`config.mk`:
```
export PLATFORM = sky130hd
export DESIGN_NAME = indexed_list_table
export DESIGN_NICKNAME = d
export VERILOG_FILES = /design/src/rtl/ilt_pkg.sv /design/src/rtl/indexed_list_table.sv
export SDC_FILE = /design/constraint.sdc
export NUM_CORES = 2
export LEC_CHECK = 0
export ABC_AREA = 1
export BUFFER_PORTS_ARGS = -buffer_cell sky130_fd_sc_hd__buf_4
export CORE_MARGIN = 2
export CORE_UTILIZATION = 30
export CTS_CLUSTER_SIZE = 20
export DETAILED_ROUTE_END_ITERATION = 12
export SYNTH_ARGS = -nofsm -noshare
export SYNTH_HDL_FRONTEND = slang
export SYNTH_SLANG_ARGS = --single-unit
```
`constraint.sdc`:
```
create_clock -name i_clk -period 7.2 [get_ports i_clk]
set_input_delay 0.36 -clock i_clk [delete_from_list [all_inputs] [get_ports i_clk]]
set_output_delay 0.36 -clock i_clk [all_outputs]
set_load 0.02 [all_outputs]
```
`src/rtl/ilt_pkg.sv`:
```
// ilt_pkg: shared types and constants for the indexed list table.
// Command and status codes, sequencer states, default sizes.
// No dependencies.
package ilt_pkg;

    // default sizing
    localparam int DEF_CAPACITY   = 64;
    localparam int DEF_ENTRY_BITS = 32;

    // stream word widths (fields packed low to high, padded to bytes)
    localparam int IN_TDATA_W  = 48;
    localparam int OUT_TDATA_W = 48;

    // list commands
    typedef enum logic [2:0] {
        CMD_GET    = 3'd0,
        CMD_SET    = 3'd1,
        CMD_ADD    = 3'd2,
        CMD_INSERT = 3'd3,
        CMD_REMOVE = 3'd4,
        CMD_CLEAR  = 3'd5
    } t_cmd;

    // result status codes
    localparam logic [1:0] ST_OK    = 2'd0;
    localparam logic [1:0] ST_RANGE = 2'd1;
    localparam logic [1:0] ST_FULL  = 2'd2;

    // sequencer states
    typedef enum logic [2:0] {
        S_IDLE,
        S_CHECK,
        S_READ,
        S_SHIFT,
        S_INS_FINAL,
        S_RESULT
    } t_state;

endpackage

```
`src/rtl/indexed_list_table.sv`:
```
// indexed_list_table: ordered list of references with get/set/add/insert/
// remove/clear, entries kept in a one-write one-read memory.
// Depends on ilt_pkg.
//
//  channel | dir | handshake               | word
//  --------+-----+-------------------------+-------------------------------------
//  s (cmd) | in  | i_s_tvalid / o_s_tready | cmd[2:0] position[9:3] value[41:10]
//  m (res) | out | o_m_tvalid / i_m_tready | status[1:0] read[33:2] newpos[39:34]
//          |     |                         | count[46:40]
//
// One command at a time. Set, add, clear, errors, an insert at the tail and a
// remove of the tail finish in S_CHECK, get reads in S_READ, and any other
// insert or remove walks the entries in S_SHIFT (an insert then writes its
// value in S_INS_FINAL) before S_RESULT; the entry walk moves one entry per cycle
// through the memory's single write port, driven by one shared +/-1 address
// unit. Synchronous active-low reset empties the list; memory is not cleared.
// A result waiting on o_m_tvalid does not block the next command; a second
// result waits in the sequencer until the output register frees up.
module indexed_list_table
    import ilt_pkg::*;
#(
    parameter int CAPACITY   = DEF_CAPACITY,
    parameter int ENTRY_BITS = DEF_ENTRY_BITS
) (
    input  logic                   i_clk,
    input  logic                   i_rst_n,
    // command word
    input  logic                   i_s_tvalid,
    output logic                   o_s_tready,
    input  logic [IN_TDATA_W-1:0]  i_s_tdata,  // cmd, position, entry_value, zero pad
    // result word
    output logic                   o_m_tvalid,
    input  logic                   i_m_tready,
    output logic [OUT_TDATA_W-1:0] o_m_tdata   // status, read_value, new_position,
                                               // count_now, zero pad
);

    localparam int IW   = (CAPACITY > 1) ? $clog2(CAPACITY) : 1;
    localparam int CW   = $clog2(CAPACITY + 1);
    localparam int CMPW = (CW > 7) ? CW : 7;

    // entry memory
    logic [ENTRY_BITS-1:0] r_mem [CAPACITY];
    logic [ENTRY_BITS-1:0] r_rd_data;

    // sequencer and command registers
    t_state          r_state, n_state;
    t_cmd            r_cmd, n_cmd;
    logic [6:0]      r_pos, n_pos;
    logic [31:0]     r_val, n_val;
    logic [CW-1:0]   r_count, n_count;
    logic [IW-1:0]   r_rd, n_rd;     // address read in the previous cycle
    logic [IW-1:0]   r_wr, n_wr;     // address written in this walk step
    logic [IW-1:0]   r_end, n_end;   // last write address of the walk
    logic            r_up, n_up;     // walk direction: 1 for remove
    logic [1:0]      r_status, n_status;
    logic [31:0]     r_read, n_read;
    logic [IW-1:0]   r_newpos, n_newpos;

    // output register
    logic            r_out_valid, n_out_valid;
    logic [1:0]      r_o_status, n_o_status;
    logic [31:0]     r_o_read, n_o_read;
    logic [5:0]      r_o_newpos, n_o_newpos;
    logic [6:0]      r_o_count, n_o_count;

    // memory port controls
    logic                  w_rd_en;
    logic [IW-1:0]         w_rd_addr;
    logic                  w_wr_en;
    logic [IW-1:0]         w_wr_addr;
    logic [ENTRY_BITS-1:0] w_wr_data;

    // shared address step unit
    logic [IW-1:0] w_step_base;
    logic          w_step_up;
    logic [IW-1:0] w_step_sum;

    // derived views
    logic [CMPW-1:0]       w_pos_ext, w_cnt_ext;
    logic [IW-1:0]         w_pos_idx, w_cnt_idx;
    logic                  w_full;
    logic [ENTRY_BITS-1:0] w_val_ent;
    logic [63:0]           w_val_wide, w_rd_wide;
    logic [15:0]           w_cnt_wide, w_newpos_wide;

    assign w_pos_ext     = CMPW'(r_pos);
    assign w_cnt_ext     = CMPW'(r_count);
    assign w_pos_idx     = IW'(r_pos);
    assign w_cnt_idx     = IW'(r_count);
    assign w_full        = (r_count == CW'(CAPACITY));
    assign w_val_wide    = 64'(r_val);
    assign w_val_ent     = w_val_wide[ENTRY_BITS-1:0];
    assign w_rd_wide     = 64'(r_rd_data);
    assign w_cnt_wide    = 16'(r_count);
    assign w_newpos_wide = 16'(r_newpos);

    assign w_step_sum = w_step_up ? (w_step_base + 1'b1) : (w_step_base - 1'b1);

    // sequencer: next state, memory controls, register updates
    always_comb begin
        n_state     = r_state;
        n_cmd       = r_cmd;
        n_pos       = r_pos;
        n_val       = r_val;
        n_count     = r_count;
        n_rd        = r_rd;
        n_wr        = r_wr;
        n_end       = r_end;
        n_up        = r_up;
        n_status    = r_status;
        n_read      = r_read;
        n_newpos    = r_newpos;
        n_out_valid = r_out_valid && !i_m_tready;
        n_o_status  = r_o_status;
        n_o_read    = r_o_read;
        n_o_newpos  = r_o_newpos;
        n_o_count   = r_o_count;
        w_rd_en     = 1'b0;
        w_rd_addr   = w_step_sum;
        w_wr_en     = 1'b0;
        w_wr_addr   = r_wr;
        w_wr_data   = r_rd_data;
        w_step_base = r_rd;
        w_step_up   = r_up;

        case (r_state)
            S_IDLE: begin
                if (i_s_tvalid) begin
                    n_cmd   = t_cmd'(i_s_tdata[2:0]);
                    n_pos   = i_s_tdata[9:3];
                    n_val   = i_s_tdata[41:10];
                    n_state = S_CHECK;
                end
            end

            S_CHECK: begin
                n_status = ST_OK;
                n_read   = '0;
                n_newpos = '0;
                n_state  = S_RESULT;
                case (r_cmd)
                    CMD_GET: begin
                        if (w_pos_ext >= w_cnt_ext) begin
                            n_status = ST_RANGE;
                        end else begin
                            w_rd_en   = 1'b1;
                            w_rd_addr = w_pos_idx;
                            n_state   = S_READ;
                        end
                    end
                    CMD_SET: begin
                        if (w_pos_ext >= w_cnt_ext) begin
                            n_status = ST_RANGE;
                        end else begin
                            w_wr_en   = 1'b1;
                            w_wr_addr = w_pos_idx;
                            w_wr_data = w_val_ent;
                        end
                    end
                    CMD_ADD: begin
                        if (w_full) begin
                            n_status = ST_FULL;
                        end else begin
                            w_wr_en   = 1'b1;
                            w_wr_addr = w_cnt_idx;
                            w_wr_data = w_val_ent;
                            n_newpos  = w_cnt_idx;
                            n_count   = CW'(r_count + 1'b1);
                        end
                    end
                    CMD_INSERT: begin
                        if (w_pos_ext > w_cnt_ext) begin
                            n_status = ST_RANGE;
                        end else if (w_full) begin
                            n_status = ST_FULL;
                        end else if (w_pos_ext == w_cnt_ext) begin
                            // append at the tail, nothing to move
                            w_wr_en   = 1'b1;
                            w_wr_addr = w_pos_idx;
                            w_wr_data = w_val_ent;
                            n_count   = CW'(r_count + 1'b1);
                        end else begin
                            // walk down from the tail, first read at count-1
                            w_step_base = w_cnt_idx;
                            w_step_up   = 1'b0;
                            w_rd_en     = 1'b1;
                            n_rd        = w_step_sum;
                            n_wr        = w_cnt_idx;
                            n_end       = IW'(w_pos_idx + 1'b1);
                            n_up        = 1'b0;
                            n_state     = S_SHIFT;
                        end
                    end
                    CMD_REMOVE: begin
                        if (w_pos_ext >= w_cnt_ext) begin
                            n_status = ST_RANGE;
                        end else if (CMPW'(w_pos_ext + 1'b1) == w_cnt_ext) begin
                            // removing the tail entry
                            n_count = CW'(r_count - 1'b1);
                        end else begin
                            // walk up from position, first read at position+1
                            w_step_base = w_pos_idx;
                            w_step_up   = 1'b1;
                            w_rd_en     = 1'b1;
                            n_rd        = w_step_sum;
                            n_wr        = w_pos_idx;
                            n_end       = IW'(r_count - 2'd2);
                            n_up        = 1'b1;
                            n_state     = S_SHIFT;
                        end
                    end
                    CMD_CLEAR: begin
                        n_count = '0;
                    end
                    default: begin
                    end
                endcase
            end

            S_READ: begin
                n_read  = w_rd_wide[31:0];
                n_state = S_RESULT;
            end

            // one entry per cycle: write the word read last cycle, read the next
            S_SHIFT: begin
                w_wr_en   = 1'b1;
                w_wr_addr = r_wr;
                w_wr_data = r_rd_data;
                if (r_wr == r_end) begin
                    if (r_up) begin
                        n_count = CW'(r_count - 1'b1);
                        n_state = S_RESULT;
                    end else begin
                        n_state = S_INS_FINAL;
                    end
                end else begin
                    w_rd_en = 1'b1;
                    n_rd    = w_step_sum;
                    n_wr    = r_rd;
                end
            end

            S_INS_FINAL: begin
                w_wr_en   = 1'b1;
                w_wr_addr = w_pos_idx;
                w_wr_data = w_val_ent;
                n_count   = CW'(r_count + 1'b1);
                n_state   = S_RESULT;
            end

            // load the output register once it is free
            S_RESULT: begin
                if (!r_out_valid || i_m_tready) begin
                    n_out_valid = 1'b1;
                    n_o_status  = r_status;
                    n_o_read    = r_read;
                    n_o_newpos  = w_newpos_wide[5:0];
                    n_o_count   = w_cnt_wide[6:0];
                    n_state     = S_IDLE;
                end
            end

            default: begin
                n_state = S_IDLE;
            end
        endcase
    end

    // control registers
    always_ff @(posedge i_clk) begin
        if (!i_rst_n) begin
            r_state     <= S_IDLE;
            r_count     <= '0;
            r_out_valid <= 1'b0;
        end else begin
            r_state     <= n_state;
            r_count     <= n_count;
            r_out_valid <= n_out_valid;
        end
    end

    // payload registers
    always_ff @(posedge i_clk) begin
        r_cmd      <= n_cmd;
        r_pos      <= n_pos;
        r_val      <= n_val;
        r_rd       <= n_rd;
        r_wr       <= n_wr;
        r_end      <= n_end;
        r_up       <= n_up;
        r_status   <= n_status;
        r_read     <= n_read;
        r_newpos   <= n_newpos;
        r_o_status <= n_o_status;
        r_o_read   <= n_o_read;
        r_o_newpos <= n_o_newpos;
        r_o_count  <= n_o_count;
    end

    // entry memory: one write, one registered read per cycle
    always_ff @(posedge i_clk) begin
        if (w_wr_en) begin
            r_mem[w_wr_addr] <= w_wr_data;
        end
    end

    always_ff @(posedge i_clk) begin
        if (w_rd_en) begin
            r_rd_data <= r_mem[w_rd_addr];
        end
    end

    // ports
    assign o_s_tready = (r_state == S_IDLE);
    assign o_m_tvalid = r_out_valid;
    assign o_m_tdata  = {1'b0, r_o_count, r_o_newpos, r_o_read, r_o_status};

`ifndef ASSERT_OFF
    // entry count never passes capacity
    a_count_cap: assert property (@(posedge i_clk) disable iff (!i_rst_n)
        r_count <= CW'(CAPACITY))
        else $error("entry count above capacity");

    // the entry walk never writes above the current count
    a_walk_bound: assert property (@(posedge i_clk) disable iff (!i_rst_n)
        (r_state == S_SHIFT) |-> (CW'(r_wr) <= r_count))
        else $error("walk writes beyond list end");

    // count moves by one, clears to zero, or holds
    a_count_step: assert property (@(posedge i_clk) disable iff (!i_rst_n)
        $past(i_rst_n) |-> (r_count == $past(r_count)
                            || r_count == CW'($past(r_count) + 1'b1)
                            || r_count == CW'($past(r_count) - 1'b1)
                            || r_count == '0))
        else $error("entry count jumped");
`endif

endmodule
```
Yosys cells after proc, flatten, opt, wreduce, memory -nomap -nowiden
Memory sizes are Yosys's and may differ from the RTL's. A register that Yosys moved wholly into a read port is not among the register bits.
Cells that the tools add are included.
Storage, ports and cells
  RAM bits: 2048
  register bits: 159
  output and inout port bits: 50
  logic and storage cells: 182
  memories: 1
Cells by class
  equal/unequal tests: 34
  order comparisons: 2
  add/subtract/negate cells: 7
  multiplexer cells: 100
  bitwise operators: 1
  reduce and logical (&&, ||, !) cells: 20
Memory list
  r_mem: words 64, width 32, read ports 1, clocked after memory_dff 1, write ports 1, line indexed_list_table.sv:43  | logic [ENTRY_BITS-1:0] r_mem [CAPACITY];
Operators by type and width (count)
  2-to-1 mux 6 bit: 32
  2-to-1 mux 32 bit: 5
  one-hot mux 32 bit (2 select lines): 2
  one-hot mux 32 bit (3 select lines): 1
  one-hot mux 6 bit (2 select lines): 7
  2-to-1 mux 7 bit: 8
  one-hot mux 7 bit (4 select lines): 1
  2-to-1 mux 3 bit: 9
  inequality test 3 bit, second input constant: 8
  2-to-1 mux 1 bit: 23
  one-hot mux 7 bit (3 select lines): 1
  inequality test 2 bit, second input constant: 10
  one-hot mux 6 bit (3 select lines): 1
  one-hot mux 3 bit (5 select lines): 1
  adder 7 x 1 -> 7 bit, second input constant: 2
  equality test 7 bit: 2
  adder 6 x 1 -> 6 bit, second input constant: 2
  equality test 3 x 2 -> 1 bit, second input constant: 4
  equality test 3 bit, second input constant: 4
  AND reduction 10 bit: 1
  one-hot mux 3 bit (3 select lines): 1
  AND reduction 8 bit: 1
  equality test 7 bit, second input constant: 1
  >= comparator 7 bit: 1
  24 further kinds: 36

Longest topological paths before layout
  depth after elaboration: 13
  depth in mapped cells: 30
  mapped depth without buffers: 29

Worst setup path before layout
Ideal clock, no wire load.
  path type: register -> register
  from: register r_count[5]
  to: memory r_mem[60][0] (netlist name) (enable)
  slack: 1.855 ns
  clock period less this slack: 5.345 ns
  arrival: 4.884 ns
  cell stages (with the launch flop): 21
  path through: dfxtp_1 -> inv_1 -> clkbuf_1 -> ha_1 -> nand2_1 -> inv_2 -> nand2_1 -> nand2_1 -> a21oi_2 -> nand2_1 -> nor2_1 -> nor2_2 -> nand2_1 -> nand2_1 -> nand2_1 -> inv_1 -> a21oi_1 -> inv_1 -> nor2_1 -> inv_1 -> nor3_1
Between the ends
  word-level cells in the longest chain between the ends: 8
  elaborated cells on any way between the ends: 20
  those cells by class: 2 x order compare; 2 x eq/ne; 16 x mux
RTL lines
  start, declared: line indexed_list_table.sv:51  | logic [CW-1:0] r_count, n_count;
  start signal, assigned: line indexed_list_table.sv:279  | r_count <= n_count;
  parallel branches: the longest is 8 deep, another holds > comparator 7 bit
  end, declared: line indexed_list_table.sv:43
Parallel ways; which one is timed is not known.

Final worst setup path
  from: register r_count[2]
  to: register r_rd_data[16], read port of r_mem (data pin)
Between the ends
  word-level cells in the longest chain between the ends: 11
  elaborated cells on any way between the ends: 33
  those cells by class: 2 x add/sub; 2 x order compare; 3 x eq/ne; 26 x mux
RTL lines
  parallel branches: the longest is 11 deep, another holds >= comparator 7 bit
  end, declared: line indexed_list_table.sv:44  | logic [ENTRY_BITS-1:0] r_rd_data;
Parallel ways; which one is timed is not known.
A chain may end at the register's enable or synchronous reset.

==> run_results.csv <==
group,metric,value,unit
power,p_clk_frac,0.228,
routing,drc,0,
final_layout,layout_commonest_cell,"nand2_1",
setup_path,cp-end-kind,"flip-flop",
synth,ys.flop_type,"edfxtp_1",
power,ir_drop,496,µV
synth,synth-xor-area-share,0.00162,
clock_tree,clk_latency,0.90,ns
placed_design,dpl-instance-area,104000,µm²
global_routing,grt_max_degree,187,
global_routing,track_usage,0.173,
setup_path,crit_path_start_kind,"flip-flop",
setup_path,critPathMaxStageDelay,0.59,ns
final_layout,layout_common_cells,"nand2_1 (3348), edfxtp_1 (2227), nand3_1 (1984)",
routing,initialDrtViolationCount,8595,
synth,muxShareOfSynthArea,0,
final_layout,finalNetCount,9373,
setup_path,worstPathRequired,7.83,ns
final_layout,fin_cells,13800,
routing,vias,68300,
routing,postRouteAntennaNets,0,
timing,hold_viol_final,0,
setup_path,cp.arrival,6.83,ns
clock_tree,clockBufferDepth,3,
synth,syn_inst,9285,
synth,synth_area_leaders,"edfxtp_1 (69%), nand2_1 (13%), nand3_1 (10%)",
placed_design,dpl.cell_count,13400,
synth,syn_area_per_cell,10.5,µm²
power,power.internal,27.8,mW
clock_tree,cts_resized,0,
floorplan,dieArea,329000,µm²
synth,synthDistinctLibCells,47,
setup_path,path_cells,"inv_1 -> ha_1 -> a21oi_1 -> o21ai_1 -> a21oi_2 -> nand2_1 -> inv_2 -> nand2_2 -> nor2_1 -> nand2_1 -> a32oi_1 -> fa_1 -> or2_2 -> o21ai_4 -> inv_8 -> buf_4 -> nand3_1 -> nand3_1 -> nand2_1 -> nand2_1 -> nand3_1 -> nand2_1 -> nand2_1 -> nand2_1",
synth,synth_top_cell_area_share,0.687,
flow_run,cap_violations,0,
timing,hold_ws,0.187,ns
clock_tree,clk_pin_slew_worst_paths,0.07,ns
global_routing,grt_first_pass_wirelength,430000,µm
synth,yosys_warnings,0,
setup_path,criticalPathCategory,"reg -> reg",
timing,layout_min_cycle_time,6.20,ns
synth,netlist_area,97300,µm²
setup_path,cp_max_fo,98,
synth,synth_edf_count,2227,
synth,ys_seq_area_frac,0.689,
synth,synth_compound_area_frac,0.0133,
routing,first_pass_iters,6,
placed_design,portBuffers,94,
synth,synth_fp_nets,9355,
clock_tree,numCtsBuffers,226,
setup_path,crit_buf_inv,4,
routing,routedWlPerCell,21.3,µm
clock_tree,clock-root-buffer,"clkbuf_16",
clock_tree,cts_post_setup_buffers_inserted,0,
timing,setup-tns-final,0,ns
timing,fin_crit_sh,0.861,
setup_path,path_common_cell,"nand2_1",
power,p_sw,23.0,mW
routing,routed_wl,294000,µm
final_layout,areaGrowthSynthToFinish,14.6,%
floorplan,die_w,574,µm
synth,synthSimpleGateAreaFrac,0.239,
clock_tree,h-tree-depth,4,
floorplan,initial_utilization,0.301,
final_layout,drive_above_1_share,0.0794,
final_layout,fillers,32000,
timing,max-slew-margin-rel,0.271,
floorplan,boundaryPins,102,
floorplan,rows,209,
global_routing,grt_pass1_vias,63400,
routing,viasPerCell,4.94,
synth,synth.largest_area_cell,"edfxtp_1",
floorplan,die_height,574,µm
synth,synthAdderAreaFrac,0.00239,
timing,fin_skew,0.0921,ns
global_routing,grt.overflow.total,0,
global_routing,antenna_found_initial,15,
power,power_density,455,nW/µm²
final_layout,finish.utilization,0.345,
power,pwr-share-seq,0.323,
timing,grt_setup_unrepaired,"false",
timing,fmax,161,MHz
timing,maxSlewViolCount,0,
timing,worst_pin_slew,1.09,ns
setup_path,crit_slowest_cell,"dfxtp_1",
final_layout,final_cell_area,112000,µm²
timing,setup_viol,0,
clock_tree,tritoncts,"done",
synth,async_flop_share,0,
synth,ys_ff_latch,2239,
power,power.leakage,43.8,nW
hold_path,hold_path_class,"in -> reg",
placed_design,hpwl,160000,µm
floorplan,core,323000,µm²
power,combPwrFrac,0.449,
clock_tree,ctsHoldBuffers,45,
placed_design,globalplace.congestion,0.868,
power,sw_frac_of_total,0.452,
synth,synth_top_family_by_area,"simple AND/OR/NAND/NOR gates",
setup_path,crit_family,"simple AND/OR/NAND/NOR gates",
run_status,status,"complete, no violations",
clock_tree,cts_sinks,2239,
==> Yosys cell counts (5+ instances only) <==
master / n
nand2_1: 3349
o22ai_1: 8
buf_1: 71
a221oi_1: 33
nor3_1: 10
xor2_1: 15
nand2_2: 8
buf_2: 254
inv_2: 15
dfxtp_1: 12
nor2_1: 148
o211ai_1: 33
a21oi_1: 28
inv_1: 684
o21ai_0: 78
clkinv_1: 5
ha_1: 17
o21ai_1: 6
buf_4: 19
clkbuf_1: 242
edfxtp_1: 2227
nand3_1: 1984
==> power groups by stage <==
stage / Combinational (mW) / Clock [mW] / Sequential [mW]
after global placement: 22.2 / 0 / 16.7
after detailed placement: 22.3 / 0 / 16.7
final: 22.8 / 11.6 / 16.4
after CTS: 22.4 / 11.7 / 16.4
after global routing: 24.2 / 12.2 / 16.4
after floorplan: 12.1 / 0 / 16.7
==> sequential cells by signal, summed over array words and instances (netlist names), 6 cells and up <==
| register | flops |
|---|---|
| r_o_newpos | 6 |
| r_pos | 7 |
| r_o_read | 32 |
| r_wr | 6 |
| r_o_count | 7 |
| r_rd | 6 |
| r_mem | 2048 |
| r_val | 32 |
| r_count | 7 |
| r_newpos | 6 |
| r_read | 32 |
| r_rd_data | 32 |
| r_end | 6 |
==> path summary, 6_finish.rpt <==
kind / from / end / slack [ns] / cells past startpoint
worst max-delay path: r_count[2]$_SDFFE_PN0P_ / r_rd_data[16]$_DFFE_PP_ / 1.0 / 24
worst min-delay path: i_s_tdata[26] / r_val[16]$_DFFE_PP_ / 0.19 / 2
worst max register to register: r_count[2]$_SDFFE_PN0P_ / r_rd_data[16]$_DFFE_PP_ / 1.0 / 24
worst min register to register: r_read[27]$_SDFFCE_PN0P_ / r_o_read[27]$_DFFE_PP_ / 0.41 / 0
==> final cells by class <==
| class | count | area (µm²) | share of cell area |
|---|---|---|---|
| tap | 4325 | 5410 | 0.0485 |
| timing repair buffer | 380 | 3570 | 0.0320 |
| multi-input combinational | 5752 | 25500 | 0.229 |
| sequential | 2239 | 67100 | 0.602 |
| antenna | 2 | 5.00 | 0.0000449 |
| clock buffer | 276 | 5890 | 0.0528 |
| clock inverter | 141 | 1380 | 0.0124 |
| inverter | 704 | 2660 | 0.0239 |
==> per-stage QoR <==
step / worst slack [ns] / power (mW)
after floorplan: 1.86 / 28.9
after global placement: 1.09 / 38.9
after detailed placement: 1.07 / 39.0
after CTS: 1.05 / 50.5
after global routing: 0.626 / 52.9
final: 1.00 / 50.8
==> cells by family after synthesis <==
kind of cell / count (synthesis)
AOI/OAI and AO/OA: 203
xor gates and xnor gates: 18
adders and majority gates: 18
buffers and inverters: 1294
DFF: 2239
other: 1
and+or+nand+nor: 5512
==> worst register-to-register path, stage by stage, from the launching register on <==
cell	delay, ns
dfxtp_1	0.59
inv_1	0.26
ha_1	0.37
a21oi_1	0.13
o21ai_1	0.09
a21oi_2	0.22
nand2_1	0.17
inv_2	0.16
nand2_2	0.10
nor2_1	0.13
nand2_1	0.06
a32oi_1	0.34
fa_1	0.48
or2_2	0.33
o21ai_4	0.32
inv_8	0.51
buf_4	0.49
nand3_1	0.13
nand3_1	0.07
nand2_1	0.12
nand2_1	0.06
nand3_1	0.33
nand2_1	0.31
nand2_1	0.13
nand2_1	0.06
==> metal layers <==
| metal | track usage | part of all wire | vias to the layer above |
|---|---|---|---|
| met5 | 0 | 0.00013 | - |
| met4 | 0.0647 | 0.037 | 6 |
| met3 | 0.0324 | 0.088 | 473 |
| met2 | 0.268 | 0.45 | 2790 |
| met1 | 0.240 | 0.42 | 33500 |
| li1 | - | - | 31500 |
No activity file was read; power rests on OpenSTA's default activity.
